## src/sv/sbfd_pkg.sv

```systemverilog
// ----------------------------------------------------------------------------
// sbfd_pkg
// Types and constants shared by the frame decoder files.
// ----------------------------------------------------------------------------
package sbfd_pkg;

  localparam int FRAME_BYTES = 25;
  localparam int CHANNELS    = 16;
  localparam int ADDR_W      = $clog2(FRAME_BYTES);
  localparam int CHAN_W      = $clog2(CHANNELS);
  localparam int VAL_W       = 11;
  localparam int ACC_W       = VAL_W - 1 + 8;
  localparam int NB_W        = $clog2(ACC_W + 1);
  localparam int CNT_W       = 5;
  localparam int TMO_W       = 10;
  localparam int PADDR_W     = 4;
  localparam int PDATA_W     = 32;

  localparam logic [7:0]        HEADER      = 8'h0F;
  localparam logic [ADDR_W-1:0] HDR_ADDR    = ADDR_W'(0);
  localparam logic [ADDR_W-1:0] DATA_ADDR   = ADDR_W'(1);
  localparam logic [ADDR_W-1:0] FLAG_ADDR   = ADDR_W'(23);
  localparam logic [CNT_W-1:0]  FRAME_COUNT = CNT_W'(FRAME_BYTES);
  localparam logic [CNT_W-1:0]  COUNT_MAX   = '1;
  localparam logic [TMO_W-1:0]  ELAPSED_MAX = '1;
  localparam logic [CHAN_W-1:0] LAST_CHAN   = CHAN_W'(CHANNELS - 1);
  localparam logic [NB_W-1:0]   VAL_BITS    = NB_W'(VAL_W);
  localparam logic [NB_W-1:0]   BYTE_BITS   = NB_W'(8);

  localparam logic [TMO_W-1:0] TIMEOUT_RST = 10'd100;
  localparam logic [VAL_W-1:0] LOW_RST     = 11'd300;
  localparam logic [VAL_W-1:0] HIGH_RST    = 11'd1700;

  typedef enum logic [1:0] {
    MODE_BYTE = 2'd0,
    MODE_IDLE = 2'd1,
    MODE_TICK = 2'd2
  } mode_t;

  typedef enum logic {
    KIND_CHANNEL = 1'b0,
    KIND_STATUS  = 1'b1
  } kind_t;

  typedef enum logic [1:0] {
    REG_TIMEOUT = 2'd0,
    REG_LOW     = 2'd1,
    REG_HIGH    = 2'd2
  } reg_idx_t;

  typedef struct packed {
    logic [TMO_W-1:0] timeout_ms;
    logic [VAL_W-1:0] stick_low;
    logic [VAL_W-1:0] stick_high;
  } cfg_t;

endpackage

```

## src/sv/sbfd_if.sv

```systemverilog
// ----------------------------------------------------------------------------
// sbfd_in_if / sbfd_out_if
// Valid/ready channels for input events and decoded results.
// ----------------------------------------------------------------------------
interface sbfd_in_if import sbfd_pkg::*; ();
  logic       valid;
  logic       ready;
  logic [1:0] mode;
  logic [7:0] rx_byte;

  modport source (output valid, mode, rx_byte, input ready);
  modport sink (input valid, mode, rx_byte, output ready);
endinterface

interface sbfd_out_if import sbfd_pkg::*; ();
  logic              valid;
  logic              ready;
  logic              kind;
  logic [CHAN_W-1:0] channel_index;
  logic [VAL_W-1:0]  channel_value;
  logic              aux_channel_17;
  logic              aux_channel_18;
  logic              lost_flag;
  logic              failsafe;
  logic              connected;
  logic              last;

  modport source (output valid, kind, channel_index, channel_value, aux_channel_17,
                  aux_channel_18, lost_flag, failsafe, connected, last, input ready);
  modport sink (input valid, kind, channel_index, channel_value, aux_channel_17,
                aux_channel_18, lost_flag, failsafe, connected, last, output ready);
endinterface

```

## src/sv/sbfd_ram.sv

```systemverilog
// ----------------------------------------------------------------------------
// sbfd_ram
// Generic simple dual-port RAM with one write port and a registered read.
// ----------------------------------------------------------------------------
module sbfd_ram #(
  parameter int WIDTH = 8,
  parameter int DEPTH = 25
) (
  input  logic                     clk,
  input  logic                     we,
  input  logic [$clog2(DEPTH)-1:0] waddr,
  input  logic [WIDTH-1:0]         wdata,
  input  logic [$clog2(DEPTH)-1:0] raddr,
  output logic [WIDTH-1:0]         rdata
);

  logic [WIDTH-1:0] mem [DEPTH];

  always_ff @(posedge clk) begin
    if (we) begin
      mem[waddr] <= wdata;
    end
    rdata <= mem[raddr];
  end

endmodule

```

## src/sv/sbfd_cfg.sv

```systemverilog
// ----------------------------------------------------------------------------
// sbfd_cfg
// APB register file holding the timeout and the stick plausibility range.
// ----------------------------------------------------------------------------
module sbfd_cfg import sbfd_pkg::*; (
  input  logic               clk,
  input  logic               rst,
  input  logic               psel,
  input  logic               penable,
  input  logic               pwrite,
  input  logic [PADDR_W-1:0] paddr,
  input  logic [PDATA_W-1:0] pwdata,
  output logic [PDATA_W-1:0] prdata,
  output logic               pready,
  output cfg_t               cfg
);

  logic     wr_en;
  reg_idx_t idx;

  assign pready = 1'b1;
  assign wr_en  = psel && penable && pwrite;
  assign idx    = reg_idx_t'(paddr[3:2]);

  always_ff @(posedge clk) begin
    if (rst) begin
      cfg.timeout_ms <= TIMEOUT_RST;
      cfg.stick_low  <= LOW_RST;
      cfg.stick_high <= HIGH_RST;
    end else if (wr_en) begin
      case (idx)
        REG_TIMEOUT: cfg.timeout_ms <= pwdata[TMO_W-1:0];
        REG_LOW:     cfg.stick_low  <= pwdata[VAL_W-1:0];
        REG_HIGH:    cfg.stick_high <= pwdata[VAL_W-1:0];
        default: ;
      endcase
    end
  end

  always_comb begin
    case (idx)
      REG_TIMEOUT: prdata = PDATA_W'(cfg.timeout_ms);
      REG_LOW:     prdata = PDATA_W'(cfg.stick_low);
      REG_HIGH:    prdata = PDATA_W'(cfg.stick_high);
      default:     prdata = '0;
    endcase
  end

endmodule

```

## src/sv/sbus_frame_decoder_core.sv

```systemverilog
// ----------------------------------------------------------------------------
// sbus_frame_decoder_core
// Stores received bursts in a frame RAM and unpacks good frames into
// sixteen 11-bit channel reports; tracks link state and timeout.
// ----------------------------------------------------------------------------
//   channel   direction  payload
//   events    in         mode, rx_byte
//   results   out        kind, channel_index, channel_value, flags, connected, last
//   apb       in/out     timeout_ms, stick_low, stick_high
//
// Bytes, ticks and ignored events are handled in the idle state; no event is
// taken while a good frame is decoded. Each frame byte is read on the single
// RAM read port and merged, first over the stick channels for the range check,
// then over all sixteen channels while they are sent. Reset is synchronous and
// leaves the RAM untouched. A stalled result holds off events and channel reports.
// ----------------------------------------------------------------------------
module sbus_frame_decoder_core import sbfd_pkg::*; #(
  parameter int STICK_CHANNELS = 4
) (
  input  logic               clk,
  input  logic               rst,
  sbfd_in_if.sink            events,
  sbfd_out_if.source         results,
  input  logic               psel,
  input  logic               penable,
  input  logic               pwrite,
  input  logic [PADDR_W-1:0] paddr,
  input  logic [PDATA_W-1:0] pwdata,
  output logic [PDATA_W-1:0] prdata,
  output logic               pready
);

  localparam logic [CHAN_W-1:0] LAST_STICK = CHAN_W'(STICK_CHANNELS - 1);

  typedef enum logic [6:0] {
    S_IDLE    = 7'b0000001,
    S_HDR_RD  = 7'b0000010,
    S_HDR_CHK = 7'b0000100,
    S_FLG_RD  = 7'b0001000,
    S_FLG_LD  = 7'b0010000,
    S_FETCH   = 7'b0100000,
    S_MERGE   = 7'b1000000
  } state_t;

  cfg_t              cfg;
  state_t            state;
  logic [CNT_W-1:0]  byte_count;
  logic [TMO_W-1:0]  elapsed_ms;
  logic [TMO_W-1:0]  elapsed_next;
  logic              link_up;
  logic              check_pass;
  logic              bad;
  logic [3:0]        flags;
  logic [ACC_W-1:0]  acc;
  logic [NB_W-1:0]   nbits;
  logic [CHAN_W-1:0] chan;
  logic [ADDR_W-1:0] byte_ptr;
  logic [ADDR_W-1:0] raddr;
  logic [7:0]        rdata;
  logic              ram_we;
  logic              accept;
  logic              slot_free;
  logic              have_val;
  logic [VAL_W-1:0]  val;
  logic              val_bad;
  logic              res_load;
  mode_t             mode;

  sbfd_cfg u_cfg (
    .clk     (clk),
    .rst     (rst),
    .psel    (psel),
    .penable (penable),
    .pwrite  (pwrite),
    .paddr   (paddr),
    .pwdata  (pwdata),
    .prdata  (prdata),
    .pready  (pready),
    .cfg     (cfg)
  );

  sbfd_ram #(
    .WIDTH (8),
    .DEPTH (FRAME_BYTES)
  ) u_store (
    .clk   (clk),
    .we    (ram_we),
    .waddr (byte_count[ADDR_W-1:0]),
    .wdata (events.rx_byte),
    .raddr (raddr),
    .rdata (rdata)
  );

  assign mode         = mode_t'(events.mode);
  assign slot_free    = !results.valid || results.ready;
  assign events.ready = (state == S_IDLE) && slot_free;
  assign accept       = events.valid && events.ready;
  assign ram_we       = accept && (mode == MODE_BYTE) && (byte_count < FRAME_COUNT);
  assign elapsed_next = (elapsed_ms < ELAPSED_MAX) ? elapsed_ms + TMO_W'(1) : elapsed_ms;
  assign have_val     = nbits >= VAL_BITS;
  assign val          = acc[VAL_W-1:0];
  assign val_bad      = (val < cfg.stick_low) || (val > cfg.stick_high);
  assign res_load     = (accept && (mode == MODE_TICK)) ||
                        ((state == S_FETCH) && have_val && !check_pass && slot_free);

  always_comb begin
    unique case (state)
      S_HDR_RD: raddr = HDR_ADDR;
      S_FLG_RD: raddr = FLAG_ADDR;
      default:  raddr = byte_ptr;
    endcase
  end

  always_ff @(posedge clk) begin
    if (rst) begin
      results.valid <= 1'b0;
    end else if (res_load) begin
      results.valid <= 1'b1;
    end else if (results.ready) begin
      results.valid <= 1'b0;
    end
  end

  always_ff @(posedge clk) begin
    if (rst) begin
      state         <= S_IDLE;
      byte_count    <= '0;
      elapsed_ms    <= '0;
      link_up       <= 1'b0;
    end else begin
      unique case (state)
        S_IDLE: begin
          if (accept) begin
            case (mode)
              MODE_BYTE: begin
                if (byte_count != COUNT_MAX) begin
                  byte_count <= byte_count + CNT_W'(1);
                end
              end
              MODE_IDLE: begin
                byte_count <= '0;
                if (byte_count == FRAME_COUNT) begin
                  state <= S_HDR_RD;
                end
              end
              MODE_TICK: begin
                elapsed_ms            <= elapsed_next;
                results.kind          <= KIND_STATUS;
                results.channel_index <= '0;
                results.channel_value <= '0;
                results.aux_channel_17 <= 1'b0;
                results.aux_channel_18 <= 1'b0;
                results.lost_flag     <= 1'b0;
                results.failsafe      <= 1'b0;
                results.last          <= 1'b1;
                results.connected     <= link_up && !(elapsed_next > cfg.timeout_ms);
                if (elapsed_next > cfg.timeout_ms) begin
                  link_up <= 1'b0;
                end
              end
              default: ;
            endcase
          end
        end
        S_HDR_RD: state <= S_HDR_CHK;
        S_HDR_CHK: state <= (rdata == HEADER) ? S_FLG_RD : S_IDLE;
        S_FLG_RD: state <= S_FLG_LD;
        S_FLG_LD: begin
          flags      <= rdata[7:4];
          bad        <= rdata[5] || rdata[4];
          acc        <= '0;
          nbits      <= '0;
          chan       <= '0;
          byte_ptr   <= DATA_ADDR;
          check_pass <= 1'b1;
          state      <= S_FETCH;
        end
        S_FETCH: begin
          if (!have_val) begin
            state <= S_MERGE;
          end else if (check_pass) begin
            if (chan == LAST_STICK) begin
              link_up    <= !(bad || val_bad);
              elapsed_ms <= '0;
              acc        <= '0;
              nbits      <= '0;
              chan       <= '0;
              byte_ptr   <= DATA_ADDR;
              check_pass <= 1'b0;
            end else begin
              bad   <= bad || val_bad;
              acc   <= acc >> VAL_W;
              nbits <= nbits - VAL_BITS;
              chan  <= chan + CHAN_W'(1);
            end
          end else if (slot_free) begin
            results.kind           <= KIND_CHANNEL;
            results.channel_index  <= chan;
            results.channel_value  <= val;
            results.aux_channel_17 <= flags[3];
            results.aux_channel_18 <= flags[2];
            results.lost_flag      <= flags[1];
            results.failsafe       <= flags[0];
            results.connected      <= link_up;
            results.last           <= (chan == LAST_CHAN);
            acc   <= acc >> VAL_W;
            nbits <= nbits - VAL_BITS;
            chan  <= chan + CHAN_W'(1);
            if (chan == LAST_CHAN) begin
              state <= S_IDLE;
            end
          end
        end
        S_MERGE: begin
          acc      <= acc | (ACC_W'(rdata) << nbits);
          nbits    <= nbits + BYTE_BITS;
          byte_ptr <= byte_ptr + ADDR_W'(1);
          state    <= S_FETCH;
        end
        default: state <= S_IDLE;
      endcase
    end
  end

  a_busy_blocks_input: assert property (@(posedge clk) disable iff (rst)
    (state != S_IDLE) |-> !events.ready)
    else $error("event accepted while a frame is being decoded");

  a_ptr_in_frame: assert property (@(posedge clk) disable iff (rst)
    (state == S_MERGE) |-> (byte_ptr < FLAG_ADDR))
    else $error("channel unpacking read past the channel bytes");

  a_acc_fill: assert property (@(posedge clk) disable iff (rst)
    (state == S_FETCH) |-> (nbits <= NB_W'(ACC_W)))
    else $error("bit accumulator overfilled");

  a_status_last: assert property (@(posedge clk) disable iff (rst)
    (results.valid && (results.kind == KIND_STATUS)) |-> results.last)
    else $error("status report not marked last");

endmodule

```

## src/flat_wrapper.sv

```systemverilog
// flat-port wrapper written by rule: the top's interface ports become plain ports
module sbus_frame_decoder_core_flat import sbfd_pkg::*;
#(
  parameter int STICK_CHANNELS = 4
)
  (clk, rst, psel, penable, pwrite, paddr, pwdata, prdata, pready, events_valid, events_mode, events_rx_byte, events_ready, results_valid, results_kind, results_channel_index, results_channel_value, results_aux_channel_17, results_aux_channel_18, results_lost_flag, results_failsafe, results_connected, results_last, results_ready);
  sbfd_in_if events_i ();
  sbfd_out_if results_i ();
  input  logic clk;
  input  logic rst;
  input  logic psel;
  input  logic penable;
  input  logic pwrite;
  input  logic [PADDR_W-1:0] paddr;
  input  logic [PDATA_W-1:0] pwdata;
  output logic [PDATA_W-1:0] prdata;
  output logic pready;
  input wire logic [$bits(events_i.valid)-1:0] events_valid;
  input wire logic [$bits(events_i.mode)-1:0] events_mode;
  input wire logic [$bits(events_i.rx_byte)-1:0] events_rx_byte;
  output wire logic [$bits(events_i.ready)-1:0] events_ready;
  output wire logic [$bits(results_i.valid)-1:0] results_valid;
  output wire logic [$bits(results_i.kind)-1:0] results_kind;
  output wire logic [$bits(results_i.channel_index)-1:0] results_channel_index;
  output wire logic [$bits(results_i.channel_value)-1:0] results_channel_value;
  output wire logic [$bits(results_i.aux_channel_17)-1:0] results_aux_channel_17;
  output wire logic [$bits(results_i.aux_channel_18)-1:0] results_aux_channel_18;
  output wire logic [$bits(results_i.lost_flag)-1:0] results_lost_flag;
  output wire logic [$bits(results_i.failsafe)-1:0] results_failsafe;
  output wire logic [$bits(results_i.connected)-1:0] results_connected;
  output wire logic [$bits(results_i.last)-1:0] results_last;
  input wire logic [$bits(results_i.ready)-1:0] results_ready;
  assign events_i.valid = events_valid;
  assign events_i.mode = events_mode;
  assign events_i.rx_byte = events_rx_byte;
  assign events_ready = events_i.ready;
  assign results_valid = results_i.valid;
  assign results_kind = results_i.kind;
  assign results_channel_index = results_i.channel_index;
  assign results_channel_value = results_i.channel_value;
  assign results_aux_channel_17 = results_i.aux_channel_17;
  assign results_aux_channel_18 = results_i.aux_channel_18;
  assign results_lost_flag = results_i.lost_flag;
  assign results_failsafe = results_i.failsafe;
  assign results_connected = results_i.connected;
  assign results_last = results_i.last;
  assign results_i.ready = results_ready;
  sbus_frame_decoder_core #(.STICK_CHANNELS(STICK_CHANNELS)) u_core (.clk(clk), .rst(rst), .events(events_i), .results(results_i), .psel(psel), .penable(penable), .pwrite(pwrite), .paddr(paddr), .pwdata(pwdata), .prdata(prdata), .pready(pready));
endmodule
```

## config.mk

```make
export PLATFORM = sky130hd
export DESIGN_NAME = sbus_frame_decoder_core_flat
export DESIGN_NICKNAME = d
export VERILOG_FILES = /design/src/sv/sbfd_pkg.sv /design/src/sv/sbfd_if.sv /design/src/sv/sbfd_ram.sv /design/src/sv/sbfd_cfg.sv /design/src/sv/sbus_frame_decoder_core.sv /design/src/flat_wrapper.sv
export SDC_FILE = /design/constraint.sdc
export NUM_CORES = 1
export LEC_CHECK = 0
export ABC_AREA = 1
export BUFFER_PORTS_ARGS = -buffer_cell sky130_fd_sc_hd__clkbuf_2
export CAP_MARGIN = 25
export CORE_ASPECT_RATIO = 0.7
export CORE_MARGIN = 2
export CORE_UTILIZATION = 40
export DETAILED_ROUTE_END_ITERATION = 10
export GPL_TIMING_DRIVEN = 0
export SYNTH_ARGS = -nofsm -noshare
export SYNTH_HDL_FRONTEND = slang
export SYNTH_HIERARCHICAL = 1
export SYNTH_SLANG_ARGS = --single-unit
```

## constraint.sdc

```tcl
create_clock -name clk -period 4.35 [get_ports clk]
set_clock_uncertainty 0.2 [all_clocks]
set_input_delay 0.2175 -clock clk [delete_from_list [all_inputs] [get_ports clk]]
set_output_delay 0.2175 -clock clk [all_outputs]
set_load 0.005 [all_outputs]
```

==> results of run 1 <==
-- cell type report --
cell class / count / area share (%)
Tap cell: 535 / 3.59
Buffer: 89 / 2.94
Clock buffer: 40 / 4.92
Timing Repair Buffer: 92 / 3.16
Sequential cell: 324 / 48.8
Clock inverter: 24 / 1.52
Multi-Input combinational cell: 1145 / 29.6
Inverter: 273 / 5.50
-- power by group --
| part | internal [mW] | switching (mW) | total (mW) | leakage [nW] |
|---|---|---|---|---|
| Sequential | 3.35 | 0.0127 | 3.36 | 2.78 |
| Clock | 1.88 | 1.25 | 3.13 | 0.589 |
| Combinational | 0.0783 | 0.147 | 0.225 | 4.83 |
-- state kept, by name, indices dropped and copies added, names as in the netlist, 4 cells and up --
name,flops
u_core/u_store/mem,200
u_core/u_cfg/cfg,32
u_core/acc,18
u_core/results.channel_value,11
u_core/elapsed_ms,10
u_core/u_store/rdata,8
u_core/state,7
u_core/byte_count,5
u_core/byte_ptr,5
u_core/nbits,5
u_core/chan,4
u_core/flags,4
u_core/results.channel_index,4
-- layout by cell type (no fill, tap or decap), types with 15 or more instances in the layout --
| cell type | count |
|---|---|
| nand2_1 | 502 |
| inv_1 | 262 |
| edfxtp_1 | 260 |
| nand3_1 | 227 |
| nor2_1 | 167 |
| clkbuf_2 | 65 |
| dfxtp_1 | 64 |
| buf_4 | 42 |
| o21ai_0 | 40 |
| ha_1 | 39 |
| clkbuf_16 | 36 |
| buf_2 | 33 |
| a21oi_1 | 30 |
| dlygate4sd3_1 | 23 |
| conb_1 | 22 |
| clkbuf_1 | 15 |
-- layer usage --
metal | vias up | global-route usage (%) | share of wire [%]
li1 | 6124 | - | -
met5 | - | 0 | 0
met3 | 66 | 6.04 | 11
met1 | 6015 | 34.1 | 49
met4 | 0 | 4.96 | 1.9
met2 | 523 | 28.6 | 38
-- per-stage QoR --
stage	total power, mW	cells	worst slack [ns]
5_1_grt	6.93	2522	0.488
3_3_place_gp	3.63	2430	-2.10
3_5_place_dp	3.64	2435	0.804
6_report	6.72	2522	0.569
4_1_cts	6.77	2522	0.735
2_1_floorplan	3.53	1831	0.168
-- path summary, 6_finish.rpt --
kind	from	endpoint	slack [ns]	depth (start not counted)
worst min-delay path	psel	u_core/u_cfg/cfg[0]	0.03	5
worst min register to register	u_core/u_cfg/cfg[2]	u_core/u_cfg/cfg[2]	0.29	2
worst max register to register	u_core/state[2]	u_core/u_store/mem[22][1]	0.57	7
worst max-delay path	u_core/state[2]	u_core/u_store/mem[22][1]	0.57	7
-- critical path, cell delays in order, from the launching register on --
cell	delay (ns)
dfxtp_1	0.35
nor2_4	0.17
nand3_1	0.10
nor2_2	0.28
nand3_1	0.18
nor4_1	0.60
nand3b_1	0.63
nor2_1	0.89
-- cells by family (layout without fill, tap and decap cells) --
kind of cell | Yosys count | count (layout) | synth area share [%]
mux | 1 | 1 | 0.0623
compound gates | 98 | 98 | 3.47
buf+inv | 362 | 518 | 9.78
other cells | 2 | 22 | 0.0467
simple gates | 978 | 978 | 26.7
flops | 324 | 324 | 56.5
fa+ha+maj | 39 | 39 | 3.04
xor+xnor | 7 | 7 | 0.381
==> results.sh, run 1 <==
export IMPL_yosysMostFrequentCell="nand2_1"
export IMPL_clockBufferDepth=3
export IMPL_period_share_pct=86.9
export IMPL_syn_inst=1811
export IMPL_maxSlewHeadroom_pct=37.3
export IMPL_arrival_ns=3.72
export IMPL_die_area_um2=41800
export IMPL_final_min_clock_period_ns=3.78
export IMPL_rsz0062_at_grt="false"
export IMPL_grt_pass1_vias=11601
export IMPL_port_buffers=64
export IMPL_placed_area_um2=17200
export IMPL_cts_tree="done"
export IMPL_cts_setup_buffers=0
export IMPL_first_pass_iters=5
export IMPL_hold_violations=0
export IMPL_worst_pin_slew_ns=0.932
export IMPL_holdWs_ns=0.0283
export IMPL_num_nets_final=2052
export IMPL_via_per_inst=5.05
export IMPL_synthTopCellsByArea="edfxtp_1 49%, nand2_1 12%, dfxtp_1 8.0%, nand3_1 7.1%, inv_1 6.1%"
export IMPL_fin_tns_setup_ns=0
export IMPL_hold_buffers=23
export IMPL_die_y_um=172
export IMPL_final_setup_viol_count=0
export IMPL_vdd_drop_max_mv=0.214
export IMPL_ys_warn_count=6
export IMPL_gr_total_overflow=0
export IMPL_ys_types=44
export IMPL_synthTopCellsByCount="502 x nand2_1, 262 x inv_1, 260 x edfxtp_1"
export IMPL_dp_hpwl_um=32300
export IMPL_status="complete, no violations"
export IMPL_min_delay_path_class="primary input to register"
export IMPL_drt_wl_total_um=45300
export IMPL_crit_path_start_kind="register"
export IMPL_initial_core_util_pct=40.5
export IMPL_insertion_delay_ns=0.53
export IMPL_drt_initial_drc_count=1380
export IMPL_cts_resized=0
export IMPL_drc_errors=0
export IMPL_yosys_area_top_type="edfxtp_1"
export IMPL_die_x_um=244
export IMPL_clk_pin_slew_ns=0.06
export IMPL_syn2layout_area_growth_pct=15.9
export IMPL_gp_congestion=0.948
export IMPL_antenna_left=0
export IMPL_worstPathMaxFanout=8
export IMPL_cts_buffers=35
export IMPL_power_density_nw_per_um2=361
export IMPL_drive_above_1_share_pct=13.6
export IMPL_async_reset_ff_share_pct=0
export IMPL_synth_seq_cells=324
export IMPL_ys_seq_area_share_pct=56.5
export IMPL_drv_slew=0
export IMPL_synth_avg_cell_area_um2=8.88
export IMPL_routedWlPerCell_um=18.0
export IMPL_diodes=0
export IMPL_core_area_um2=39700
export IMPL_rows=61
export IMPL_nFillCells=3816
export IMPL_io_pins=110
export IMPL_crit_required_ns=4.29
export IMPL_vias=12728
export IMPL_synth_top_area_share_pct=48.6
export IMPL_power_leakage_nw=8.20
export IMPL_worstSetupPathType="register to register"
export IMPL_cts_sinks=324
export IMPL_cp_end_kind="register"
export IMPL_yosys_most_used_dff="edfxtp_1"
export IMPL_grt_max_degree=26
export IMPL_antenna_found_initial=0
export IMPL_htree_levels=2
export IMPL_drv_cap=0
export IMPL_fin_util_pct=46.9
export IMPL_syn_area_um2=16100
export IMPL_grt_pass1_wl_um=68800
export IMPL_postLayoutCellArea_um2=18600
export IMPL_track_usage_pct=21.6
export IMPL_ff_latch_area_um2=9090
export IMPL_multi_input_area_um2=5510
export IMPL_synth_edf_count=260
export IMPL_cts_root_buf="clkbuf_16"
export IMPL_fmax_mhz=264
No activity file was read; power rests on OpenSTA's default activity.
==> inputs of run 2 (changes only) <==
Settings changed: CORE_MARGIN 2 to not set, SLEW_MARGIN set to 20.
==> results.sh, run 2 (synthesis gave the netlist of run 1 again) <==
export IMPL_cts_buffers=35
export IMPL_worstSetupPathType="register to register"
export IMPL_io_pins=110
export IMPL_maxSlewHeadroom_pct=39.6
export IMPL_die_y_um=170
export IMPL_worst_pin_slew_ns=0.902
export IMPL_drt_initial_drc_count=1595
export IMPL_internal_power_mw=5.16
export IMPL_via_per_inst=5.03
export IMPL_core_area_um2=39700
export IMPL_seq_power_share_pct=51.5
export IMPL_drv_cap=0
export IMPL_dp_hpwl_um=32500
export IMPL_dp_cells=2437
export IMPL_diodes=0
export IMPL_hold_buffers=26
export IMPL_final_common_cell="nand2_1"
export IMPL_r2r_start="u_core/state[2]"
export IMPL_rsz0062_at_grt="false"
export IMPL_routedWlPerCell_um=17.8
export IMPL_fin_tns_setup_ns=0
export IMPL_gp_congestion=0.927
export IMPL_grt_pass1_vias=11510
export IMPL_r2r_end="u_core/u_store/mem[22][7]"
export IMPL_switching_power_mw=1.38
export IMPL_fmax_mhz=272
export IMPL_antenna_left=0
export IMPL_largest_register_ffs=200
export IMPL_worst_r2r_cell_count=7
export IMPL_num_nets_final=2057
export IMPL_holdWs_ns=0.0439
export IMPL_cts_sinks=324
export IMPL_drive_above_1_share_pct=13.6
export IMPL_drc_errors=0
export IMPL_biggestRegsByFlops="u_core/u_store/mem (200), u_core/u_cfg/cfg (32), u_core/acc (18)"
export IMPL_crit_required_ns=4.31
export IMPL_instances_no_fill=2526
export IMPL_htree_levels=2
export IMPL_hold_depth=5
export IMPL_worstSetupEndpoint="u_core/u_store/mem[22][7]"
export IMPL_top_register="u_core/u_store/mem"
export IMPL_status="complete, no violations"
export IMPL_die_area_um2=41000
export IMPL_cts_root_buf="clkbuf_16"
export IMPL_cts_tree="done"
export IMPL_rows=61
export IMPL_clockBufferDepth=3
export IMPL_grt_pass1_wl_um=68800
export IMPL_first_pass_iters=6
export IMPL_drv_slew=0
export IMPL_period_share_pct=84.6
export IMPL_antenna_found_initial=0
export IMPL_grt_max_degree=26
export IMPL_cts_setup_buffers=0
export IMPL_final_min_clock_period_ns=3.68
export IMPL_cts_resized=0
export IMPL_power_total_mw=6.54
export IMPL_critical_path_startpoint="u_core/state[2]"
export IMPL_clk_pin_slew_ns=0.06
export IMPL_nFillCells=3819
export IMPL_power_density_nw_per_um2=352
export IMPL_min_delay_path_class="primary input to register"
export IMPL_fin_util_pct=46.9
export IMPL_power_leakage_nw=8.18
export IMPL_gr_total_overflow=0
export IMPL_hold_violations=0
export IMPL_final_setup_viol_count=0
export IMPL_power_frac_clock_pct=45.1
export IMPL_drt_wl_total_um=45000
export IMPL_insertion_delay_ns=0.53
export IMPL_vdd_drop_max_mv=0.308
export IMPL_comb_power_share_pct=3.4
export IMPL_track_usage_pct=22.1
export IMPL_die_x_um=242
export IMPL_initial_core_util_pct=40.5
export IMPL_rrSetupSlack_ns=0.67
export IMPL_vias=12704
export IMPL_port_buffers=64
export IMPL_syn2layout_area_growth_pct=15.7
export IMPL_switching_share_pct=21.0
export IMPL_layout_common_cells="502 x nand2_1, 262 x inv_1, 260 x edfxtp_1"
export IMPL_crit_path_start_kind="register"
export IMPL_arrival_ns=3.64
export IMPL_cp_end_kind="register"
export IMPL_worstPathMaxFanout=8
run 2: cell types whose count changed in the layout (fill, tap and decap cells not counted), sizes merged:
cell and change:
clkinv -4, bufinv -3, clkbuf +3, clkinvlp +3
dlygate4sd3 +3, buf +2
run 2: cell type report:
| cell class | instances | area [um^2] | area share (%) |
|---|---|---|---|
| Sequential cell | 324 | 9090 | 48.9 |
| Multi-Input combinational cell | 1145 | 5510 | 29.6 |
| Inverter | 273 | 1020 | 5.51 |
| Clock buffer | 43 | 947 | 5.09 |
| Tap cell | 535 | 669 | 3.60 |
| Timing Repair Buffer | 97 | 624 | 3.36 |
| Buffer | 89 | 547 | 2.94 |
| Clock inverter | 20 | 189 | 1.02 |
run 2: worst min-delay path by stage:
stage                      startpoint                       end  slack, ns
floorplan           events_rx_byte[0]  u_core/u_store/mem[0][0]       0.12
global placement            pwdata[3]      u_core/u_cfg/cfg[14]       0.26
detailed placement          pwdata[3]      u_core/u_cfg/cfg[14]       0.25
CTS                              psel      u_core/u_cfg/cfg[23]      0.003
global route                     psel      u_core/u_cfg/cfg[30]       0.05
finish                           psel      u_core/u_cfg/cfg[23]       0.04
run 2: power groups by stage:
stage               Combinational [mW]  Clock (mW)  Sequential [mW]
floorplan                        0.107           0             3.43
global placement                 0.202           0             3.43
detailed placement               0.205           0             3.43
CTS                              0.222        3.02             3.36
global route                     0.250        3.14             3.36
finish                           0.225        2.95             3.36
run 2: per-stage QoR:
stage               setup WS [ns]  instance area, um^2
floorplan                   0.168                16100
global placement            -1.75                17100
detailed placement          0.840                17200
CTS                         0.830                18600
global route                0.457                18600
finish                      0.668                18600
run 2: per-layer routing:
layer  GRT usage (%)  routed length, um  up-vias  share of wire [%]
li1                -                  -     6136                  -
met1            35.7              22600     5969                 50
met2            28.6              17100      546                 38
met3            5.38               4620       53                 10
met4            5.18                743        0                1.7
met5               0                  0        -                  0
run 2: critical path: stages, from the launching register on:
cell and delay (ns):
dfxtp_1 0.34, nor2_4 0.18, nand3_1 0.10, nor2_2 0.26, nand3_1 0.17, nor4_1 0.60, nand3b_1 0.57, nor2_1 0.87
